[src/design/gbcd_pkg.sv]
package gbcd_pkg;

   // Result codes carried on the encoding field.
   typedef enum logic [1:0] {
      ENC_GB18030 = 2'd0,
      ENC_GBK     = 2'd1,
      ENC_UTF8    = 2'd2
   } encoding_type;

   // Position of the GB18030 checker inside a multi-byte unit.
   typedef enum logic [3:0] {
      PH_LEAD   = 4'b0001,
      PH_TRAIL  = 4'b0010,
      PH_THIRD  = 4'b0100,
      PH_FOURTH = 4'b1000
   } gb_phase_type;

   // Complete state of both validators between beats.
   typedef struct packed {
      gb_phase_type gb_phase;
      logic [7:0]   gb_lead;
      logic         gb_good;
      logic         gbk_pending;
      logic         gbk_good;
   } val_state_type;

   localparam val_state_type VAL_STATE_RESET = '{
      gb_phase:    PH_LEAD,
      gb_lead:     8'h00,
      gb_good:     1'b1,
      gbk_pending: 1'b0,
      gbk_good:    1'b1
   };

   function automatic logic in_range(input logic [7:0] v, input logic [7:0] lo,
                                     input logic [7:0] hi);
      return (v >= lo) && (v <= hi);
   endfunction

endpackage

[src/design/gbcd_validate.sv]
module gbcd_validate (
   input  gbcd_pkg::val_state_type cur_state,
   input  logic [7:0]              data_byte,
   output gbcd_pkg::val_state_type next_state,
   output gbcd_pkg::encoding_type  verdict
);
   import gbcd_pkg::*;

   logic pair_ok;
   logic four_lead;

   // Two-byte GB18030 pairs and the leads that may open a four-byte unit.
   assign pair_ok =
      (in_range(cur_state.gb_lead, 8'hB0, 8'hF7) && in_range(data_byte, 8'hA1, 8'hFE)) ||
      (in_range(cur_state.gb_lead, 8'h81, 8'hA0) && in_range(data_byte, 8'h40, 8'hFE)) ||
      (in_range(cur_state.gb_lead, 8'hAA, 8'hFE) && in_range(data_byte, 8'h40, 8'hA0));
   assign four_lead = in_range(cur_state.gb_lead, 8'h81, 8'h82) ||
                      in_range(cur_state.gb_lead, 8'h95, 8'h98);

   always_comb begin
      next_state = cur_state;

      if (cur_state.gb_good) begin
         unique case (cur_state.gb_phase)
            PH_LEAD: begin
               if (data_byte <= 8'h7F) begin
                  next_state.gb_phase = PH_LEAD;
               end else if (in_range(data_byte, 8'h81, 8'hA0) ||
                            in_range(data_byte, 8'hAA, 8'hFE)) begin
                  next_state.gb_lead  = data_byte;
                  next_state.gb_phase = PH_TRAIL;
               end else begin
                  next_state.gb_good = 1'b0;
               end
            end
            PH_TRAIL: begin
               if (pair_ok) begin
                  next_state.gb_phase = PH_LEAD;
               end else if (four_lead && in_range(data_byte, 8'h30, 8'h39)) begin
                  next_state.gb_phase = PH_THIRD;
               end else begin
                  next_state.gb_good = 1'b0;
               end
            end
            PH_THIRD: begin
               if (in_range(data_byte, 8'h81, 8'hFE)) begin
                  next_state.gb_phase = PH_FOURTH;
               end else begin
                  next_state.gb_good = 1'b0;
               end
            end
            PH_FOURTH: begin
               if (in_range(data_byte, 8'h30, 8'h39)) begin
                  next_state.gb_phase = PH_LEAD;
               end else begin
                  next_state.gb_good = 1'b0;
               end
            end
            default: begin
               next_state.gb_good = 1'b0;
            end
         endcase
      end

      if (cur_state.gbk_good) begin
         if (!cur_state.gbk_pending) begin
            if (data_byte <= 8'h7F) begin
               next_state.gbk_pending = 1'b0;
            end else if (in_range(data_byte, 8'h81, 8'hFE)) begin
               next_state.gbk_pending = 1'b1;
            end else begin
               next_state.gbk_good = 1'b0;
            end
         end else begin
            if (in_range(data_byte, 8'h40, 8'hFE) && (data_byte != 8'h7F)) begin
               next_state.gbk_pending = 1'b0;
            end else begin
               next_state.gbk_good = 1'b0;
            end
         end
      end
   end

   // Verdict if this byte ends the string: an unfinished unit counts as failure.
   always_comb begin
      priority if (next_state.gb_good && (next_state.gb_phase == PH_LEAD)) begin
         verdict = ENC_GB18030;
      end else if (next_state.gbk_good && !next_state.gbk_pending) begin
         verdict = ENC_GBK;
      end else begin
         verdict = ENC_UTF8;
      end
   end

endmodule

[src/design/gb_charset_detector_unit.sv]
// Channel   Direction  Ports                                   Beat
// req       in         req_valid/ready, data_byte, last_byte   one byte of a string
// rsp       out        rsp_valid/ready, encoding               one verdict per string
//
// One byte is accepted per cycle while req_ready is high; the verdict for a string
// appears in the result register in the cycle after its last byte is accepted.
// The rate is set by the single state update of both validators per byte.
// Reset is synchronous and active high; it clears the validator state and
// drops rsp_valid.
// A stalled verdict holds; req_ready stays high while the result register is
// empty or being drained in the same cycle.
module gb_charset_detector_unit (
   input  logic                   clock,
   input  logic                   reset,
   input  logic                   req_valid,
   output logic                   req_ready,
   input  logic [7:0]             req_data_byte,
   input  logic                   req_last_byte,
   output logic                   rsp_valid,
   input  logic                   rsp_ready,
   output gbcd_pkg::encoding_type rsp_encoding
);
   import gbcd_pkg::*;

   val_state_type state_ff;
   val_state_type state_in;
   val_state_type after_byte;
   encoding_type  verdict;
   encoding_type  encoding_ff;
   encoding_type  encoding_in;
   logic          rsp_valid_ff;
   logic          rsp_valid_in;
   logic          req_accept;

   // The combinational update of both validators for the incoming byte.
   gbcd_validate u_validate (
      .cur_state  (state_ff),
      .data_byte  (req_data_byte),
      .next_state (after_byte),
      .verdict    (verdict)
   );

   // A new byte is taken whenever the result register can take a verdict.
   assign req_ready  = !rsp_valid_ff || rsp_ready;
   assign req_accept = req_valid && req_ready;

   always_comb begin
      state_in     = state_ff;
      encoding_in  = encoding_ff;
      rsp_valid_in = rsp_valid_ff;

      if (rsp_valid_ff && rsp_ready) begin
         rsp_valid_in = 1'b0;
      end

      if (req_accept) begin
         if (req_last_byte) begin
            // The string ends here: emit the verdict and rearm both validators.
            state_in     = VAL_STATE_RESET;
            encoding_in  = verdict;
            rsp_valid_in = 1'b1;
         end else begin
            state_in = after_byte;
         end
      end
   end

   always_ff @(posedge clock) begin
      if (reset) begin
         state_ff     <= VAL_STATE_RESET;
         rsp_valid_ff <= 1'b0;
      end else begin
         state_ff     <= state_in;
         rsp_valid_ff <= rsp_valid_in;
      end
   end

   always_ff @(posedge clock) begin
      encoding_ff <= encoding_in;
   end

   assign rsp_valid    = rsp_valid_ff;
   assign rsp_encoding = encoding_ff;

   // A valid verdict is always one of the three defined codes.
   assert property (@(posedge clock) disable iff (reset)
      rsp_valid_ff |-> (encoding_ff != 2'd3))
      else $error("verdict carries an undefined code");

   // Accepting the last byte of a string always yields a verdict next cycle.
   assert property (@(posedge clock) disable iff (reset)
      (req_accept && req_last_byte) |=> rsp_valid_ff)
      else $error("last byte accepted without a verdict");

   // Both validators are rearmed after a string ends.
   assert property (@(posedge clock) disable iff (reset)
      (req_accept && req_last_byte) |=>
         ((state_ff.gb_phase == PH_LEAD) && state_ff.gb_good &&
          state_ff.gbk_good && !state_ff.gbk_pending))
      else $error("validator state not rearmed after end of string");

   // A byte that does not end a string never creates a verdict.
   assert property (@(posedge clock) disable iff (reset)
      (!rsp_valid_ff && !(req_accept && req_last_byte)) |=> !rsp_valid_ff)
      else $error("verdict appeared without a last byte");

endmodule
[config.mk]
export PLATFORM = sky130hd
export DESIGN_NAME = gb_charset_detector_unit
export DESIGN_NICKNAME = d
export VERILOG_FILES = /design/src/design/gbcd_pkg.sv /design/src/design/gbcd_validate.sv /design/src/design/gb_charset_detector_unit.sv
export SDC_FILE = /design/constraint.sdc
export NUM_CORES = 1
export LEC_CHECK = 0
export BUFFER_PORTS_ARGS = -buffer_cell sky130_fd_sc_hd__buf_4
export CORE_MARGIN = 2
export CORE_UTILIZATION = 45
export CTS_BUF_LIST = sky130_fd_sc_hd__clkbuf_8
export CTS_CLUSTER_SIZE = 40
export DETAILED_ROUTE_END_ITERATION = 7
export HOLD_SLACK_MARGIN = 0.05
export SLEW_MARGIN = 20
export SYNTH_ARGS = -nofsm -noshare
export SYNTH_HDL_FRONTEND = slang
export SYNTH_HIERARCHICAL = 1
export SYNTH_SLANG_ARGS = --single-unit
[constraint.sdc]
create_clock -name clock -period 4.6 [get_ports clock]
set_clock_uncertainty 0.1 [all_clocks]
set_input_delay 0.92 -clock clock [delete_from_list [all_inputs] [get_ports clock]]
set_output_delay 0.92 -clock clock [all_outputs]
set_load 0.05 [all_outputs]
==> results of run 1 <==
## cell type report
class | instances | area (um^2) | area share
Sequential cell | 18 | 380 | 0.225
Clock buffer | 3 | 41.3 | 0.0244
Timing Repair Buffer | 16 | 120 | 0.0710
Tap cell | 46 | 57.6 | 0.0340
Inverter | 5 | 20.0 | 0.0118
Clock inverter | 1 | 3.75 | 0.00222
Multi-Input combinational cell | 145 | 1070 | 0.632
## final timing paths
| kind | cells after the start | slack, ns | endpoint | startpoint |
|---|---|---|---|---|
| max | 9 | 1.65 | state_ff[6] | req_data_byte[0] |
| min | 2 | 0.46 | state_ff[1] | state_ff[1] |
| max reg2reg | 8 | 2.01 | state_ff[6] | state_ff[12] |
| min reg2reg | 2 | 0.46 | state_ff[1] | state_ff[1] |
## kinds of logic (layout without fill, tap and decap cells)
| group | count (synthesis) | count (layout) |
|---|---|---|
| compound gates | 72 | 72 |
| simple gates | 63 | 63 |
| buf+inv | 21 | 25 |
| flops | 18 | 18 |
| mux | 7 | 7 |
| xor+xnor | 3 | 3 |
## metal layers
layer  vias to the layer above  GRT usage  wire length, um
li1                        725          -                -
met1                       735      0.285             1770
met2                        47      0.367             2080
met3                         8     0.0321              227
met4                         0     0.0571               69
met5                         -          0                0
## cell usage in the layout (no fill, tap or decap), types with 5 or more instances in the layout
cell	instances
a21oi_1	17
a31oi_1	5
buf_4	16
dfxtp_1	16
mux2_4	7
nand2_1	9
nand4b_1	13
nor3_1	6
o21ai_0	19
## per-stage QoR
| step | util | instances |
|---|---|---|
| after floorplan | - | 184 |
| after global placement | 0.490 | 230 |
| after detailed placement | 0.490 | 230 |
| after CTS | 0.503 | 234 |
| after global routing | 0.503 | 234 |
| final | 0.503 | 234 |
## registers in the layout, indices dropped and copies added, names as in the netlist
name and flops:
rsp_encoding 2, rsp_valid 1, state_ff 15
## critical path, stage by stage
cell	delay (ns)
buf_4	0.12
or4_4	0.58
nor3b_1	0.18
nor3_1	0.25
nand3_2	0.19
nor2_8	0.24
mux2_4	0.32
nand4b_1	0.09
a21oi_1	0.09
## power groups by stage
stage / Clock (W) / Combinational [W] / Sequential [W]
4_1_cts: 0.000118 / 0.000114 / 0.000174
5_1_grt: 0.000129 / 0.000124 / 0.000175
3_5_place_dp: 0 / 0.000114 / 0.000177
3_3_place_gp: 0 / 0.000111 / 0.000177
2_1_floorplan: 0 / 0.0000843 / 0.000181
6_report: 0.000117 / 0.000115 / 0.000174
==> results.cfg, run 1 <==
[status]
status = finished clean

[floorplanning]
rows = 21
start_util = 0.473
die-area_um2 = 4030
fp.dieH_um = 63.5
io_pins = 17
core_um2 = 3360
fp.dieW_um = 63.5

[yosys]
yosysTopAreaCellShare = 0.201
yosys.area_share.simple = 0.286
ys.flop_type = dfxtp_1
yosysWarnings = 6
yosys.area.top_type = dfxtp_1
async_reset_ff_frac = 0
synth_top_family_by_area = compound AO/OA/AOI/OAI gates
ys_top_cells_by_count = o21ai_0 (19), a21oi_1 (17), dfxtp_1 (16)
synthXorXnorAreaFrac = 0.0165
yosysUniqueCellTypes = 59
syn_area_um2 = 1590
ys_seq_elements = 18
synthesis.nets = 197
yosysMostFrequentCell = o21ai_0
synth_area_per_cell_um2 = 8.65
ys_top_cells_by_area = dfxtp_1 (20%), nand4b_1 (7.2%), mux2_4 (6.6%)
synth.area.mux_share = 0.0660
synthesis.instances = 184
ys_seq_area_frac = 0.239
synth_edf_count = 2
synth_compound_area_frac = 0.303
synthAdderAreaFrac = 0

[grt]
antenna_found_initial = 0
grt_pass1_wl_mm = 7.04
grt.overflow.total = 0
grt_pass1_vias = 1437
grt_max_degree = 22
grt_util_all_layers = 0.216

[power_and_ir_drop]
p_switching_w = 0.000131
p_int_w = 0.000274
p_seq_frac = 0.428
power_density_nw_per_um2 = 240
p_clk_frac = 0.288
p_leak_nw = 0.600
p_total_w = 0.000406
combPwrFrac = 0.283
ir_drop_v = 0.000109
p_sw_frac = 0.324

[clocking]
cts_tree = built
cts_root_buf = clkbuf_8
numClockSinks = 18
cts_max_path_buffers = 2
cts.clk_slew.worst_paths_ns = 0.08
cts_setup_buffers = 0
cts_hold_buf = 0
htree_levels = 1
numCtsBuffers = 3
cts.repair.resized = 0
insertion_delay_ns = 0.26

[routing]
viasPerCell = 6.47
vias = 1515
drc = 0
drt-initial-drc-count = 119
drt_wl_total_mm = 4.14
drtAntennaViolNets = 0
wl_per_cell_um = 17.7
drtPass1Iterations = 4

[worst_setup_path]
crit_path_end_kind = register
startpoint_type = primary input
arrival_ns = 2.99
required_ns = 4.64
worstSetupPathType = in2reg
critical_path.max_fanout = 8

[final_layout]
nFillCells = 337
final_nets = 202
fin_area_um2 = 1690
areaGrowthSynthToFinish_pct = 6.37
final_layout_size_suffix_gt1_frac = 0.218
diodes = 0

[placed_design]
pre_cts_ws_ns = 1.38
place_hpwl_mm = 2.90
place_area_um2 = 1650
gp_congestion = 0.802
port_buffers = 16

[sta]
drv_slew = 0
rsz0062_at_grt = false
worst_slack_ns = 1.65
setup-violations-final = 0
period_minus_slack_ns = 2.95
max_slew.worst_pin.slew_ns = 0.861
hold_viol_final = 0
fmax_mhz = 339
slew_headroom = 0.420
fin_crit_sh = 0.642
hold_ws_ns = 0.455
tns_ns = 0

[worst_hold_path]
hp-class = reg2reg

[flow_run]
max_cap_violations = 0
Power figures use the tool's default switching activity.
==> inputs of run 2 (changes only) <==
Settings changed: PLACE_DENSITY set to 0.66.
Clock period 4.6 ns to 2.53 ns, I/O delays scaled along.
==> run 2 against run 1 <==
Against the previous run:
- global-route usage grew 0.16 points
- design area grew 5.0%
- total power up 91%
- register-to-register slack got worse by 1.9 ns
- largest power group unchanged
- hold slack worse by 0.015 ns
- core utilization up 2.5 points
- setup slack got worse by 1.5 ns
- sequential power increased by 82%
- routed wire length grew 2.1%
- critical path depth is the same
- highest routed layer unchanged
- via count grew 2.7%
==> results.cfg, run 2 (synthesis results as in run 1) <==
[status]
status = finished clean

[placed_design]
place_hpwl_mm = 2.86
dp.cells = 239
port_buffers = 16
gp_congestion = 0.849

[sta]
tns_ns = 0
fmax_mhz = 412
rsz0062_at_grt = false
period_minus_slack_ns = 2.43
fin_crit_sh = 0.959
slew_headroom = 0.658
setup-violations-final = 0
max_slew.worst_pin.slew_ns = 0.512
drv_slew = 0
hold_viol_final = 0

[floorplanning]
io_pins = 17
fp.dieH_um = 63.5
core_um2 = 3360
rows = 21
fp.dieW_um = 63.5
start_util = 0.473
die-area_um2 = 4030

[final_layout]
multi_input_area_um2 = 1080
utilization = 0.529
final_common_cell = buf_4
areaGrowthSynthToFinish_pct = 11.7
fin_cells = 243
largest_register = state_ff
largest_reg_flops = 15
final_nets = 211
diodes = 0
layout_common_cells = buf_4 (25), o21ai_0 (19), a21oi_1 (17), dfxtp_1 (16), nand4b_1 (13)
final_layout_size_suffix_gt1_frac = 0.264
nFillCells = 329
seq_area_um2 = 380

[grt]
grt_max_degree = 22
grtUsageMet2 = 0.371
grt_util_all_layers = 0.218
grt.overflow.total = 0
antenna_found_initial = 0
gr-usage-met3 = 0.0393
use_met1 = 0.275
busiest_layer = met2
grt_pass1_wl_mm = 6.99
grt_pass1_vias = 1463

[worst_setup_path]
critical_path.max_fanout = 8
crit_path_end_kind = register
startpoint_type = primary input
timing.rr.start = state_ff[5]
arrival_ns = 2.47
startpoint = req_data_byte[0]
worstSetupPathType = in2reg
required_ns = 2.58

[power_and_ir_drop]
ir_drop_v = 0.000331
power_density_nw_per_um2 = 437
p_leak_nw = 0.665

[clocking]
cts_max_path_buffers = 2
numClockSinks = 18
cts_tree = built
insertion_delay_ns = 0.26
cts_hold_buf = 0
htree_levels = 1
cts.clk_slew.worst_paths_ns = 0.07
numCtsBuffers = 3
cts_root_buf = clkbuf_8

[routing]
drtAntennaViolNets = 0
drc = 0
drt-initial-drc-count = 116
wl_per_cell_um = 17.4
drt_wl_total_mm = 4.23
drtPass1Iterations = 5
vias = 1556
viasPerCell = 6.40

[flow_run]
max_cap_violations = 0

[worst_hold_path]
worstHoldStart = state_ff[2]
hp-class = reg2reg
==> run 2: cell types whose count changed in the layout (fill, tap and decap cells not counted), sizes merged <==
cell and change:
buf +9, clkbuf +1, clkinv -1
==> run 2: final timing paths <==
| path | slack [ns] | end | cells after the start |
|---|---|---|---|
| worst max-delay path | 0.10 | state_ff[5] | 9 |
| worst min-delay path | 0.44 | state_ff[2] | 2 |
| worst max register to register | 0.11 | state_ff[11] | 8 |
| worst min register to register | 0.44 | state_ff[2] | 2 |
==> run 2: per-stage QoR <==
stage	setup slack [ns]	power (W)	instance area [um^2]	hold slack [ns]
final	0.103	0.000776	1780	0.441
after CTS	0.120	0.000775	1770	0.446
after detailed placement	-0.156	0.000534	1720	0.423
after global routing	0.00762	0.000813	1780	0.462
after global placement	-0.124	0.000530	1720	0.427
after floorplan	0.0534	0.000482	1590	0.350
==> run 2: layout make-up <==
| type | count | share of cell area |
|---|---|---|
| Clock buffer | 4 | 0.0310 |
| Inverter | 5 | 0.0113 |
| Multi-Input combinational cell | 145 | 0.606 |
| Sequential cell | 18 | 0.214 |
| Tap cell | 46 | 0.0324 |
| Timing Repair Buffer | 25 | 0.106 |
==> run 2: timing repair <==
action | in CTS | in global routing
endpoints found under the hold margin | 0 | 0
setup endpoints to repair | 0 | 2
setup buffers | 0 | 0
gates resized for setup | 0 | 1
==> run 2: power breakdown <==
part / switching, W / internal (W)
registers: 0.0000148 / 0.000301
logic: 0.000121 / 0.0000957
clock network: 0.000105 / 0.000139
total: 0.000241 / 0.000535
==> run 2: layer usage <==
metal  wire [um]  vias to the layer above
li1            -                      749
met2        2010                       52
met1        1940                      746
met3         173                        9
met5           0                        -
met4         100                        0
==> run 2: worst max-delay path: stages <==
cell,delay [ns]
buf_4,0.12
or4_4,0.54
nor3b_1,0.17
nor3_1,0.22
nand3_2,0.18
nor2_8,0.24
mux2_4,0.32
nand4b_1,0.08
a21oi_1,0.08
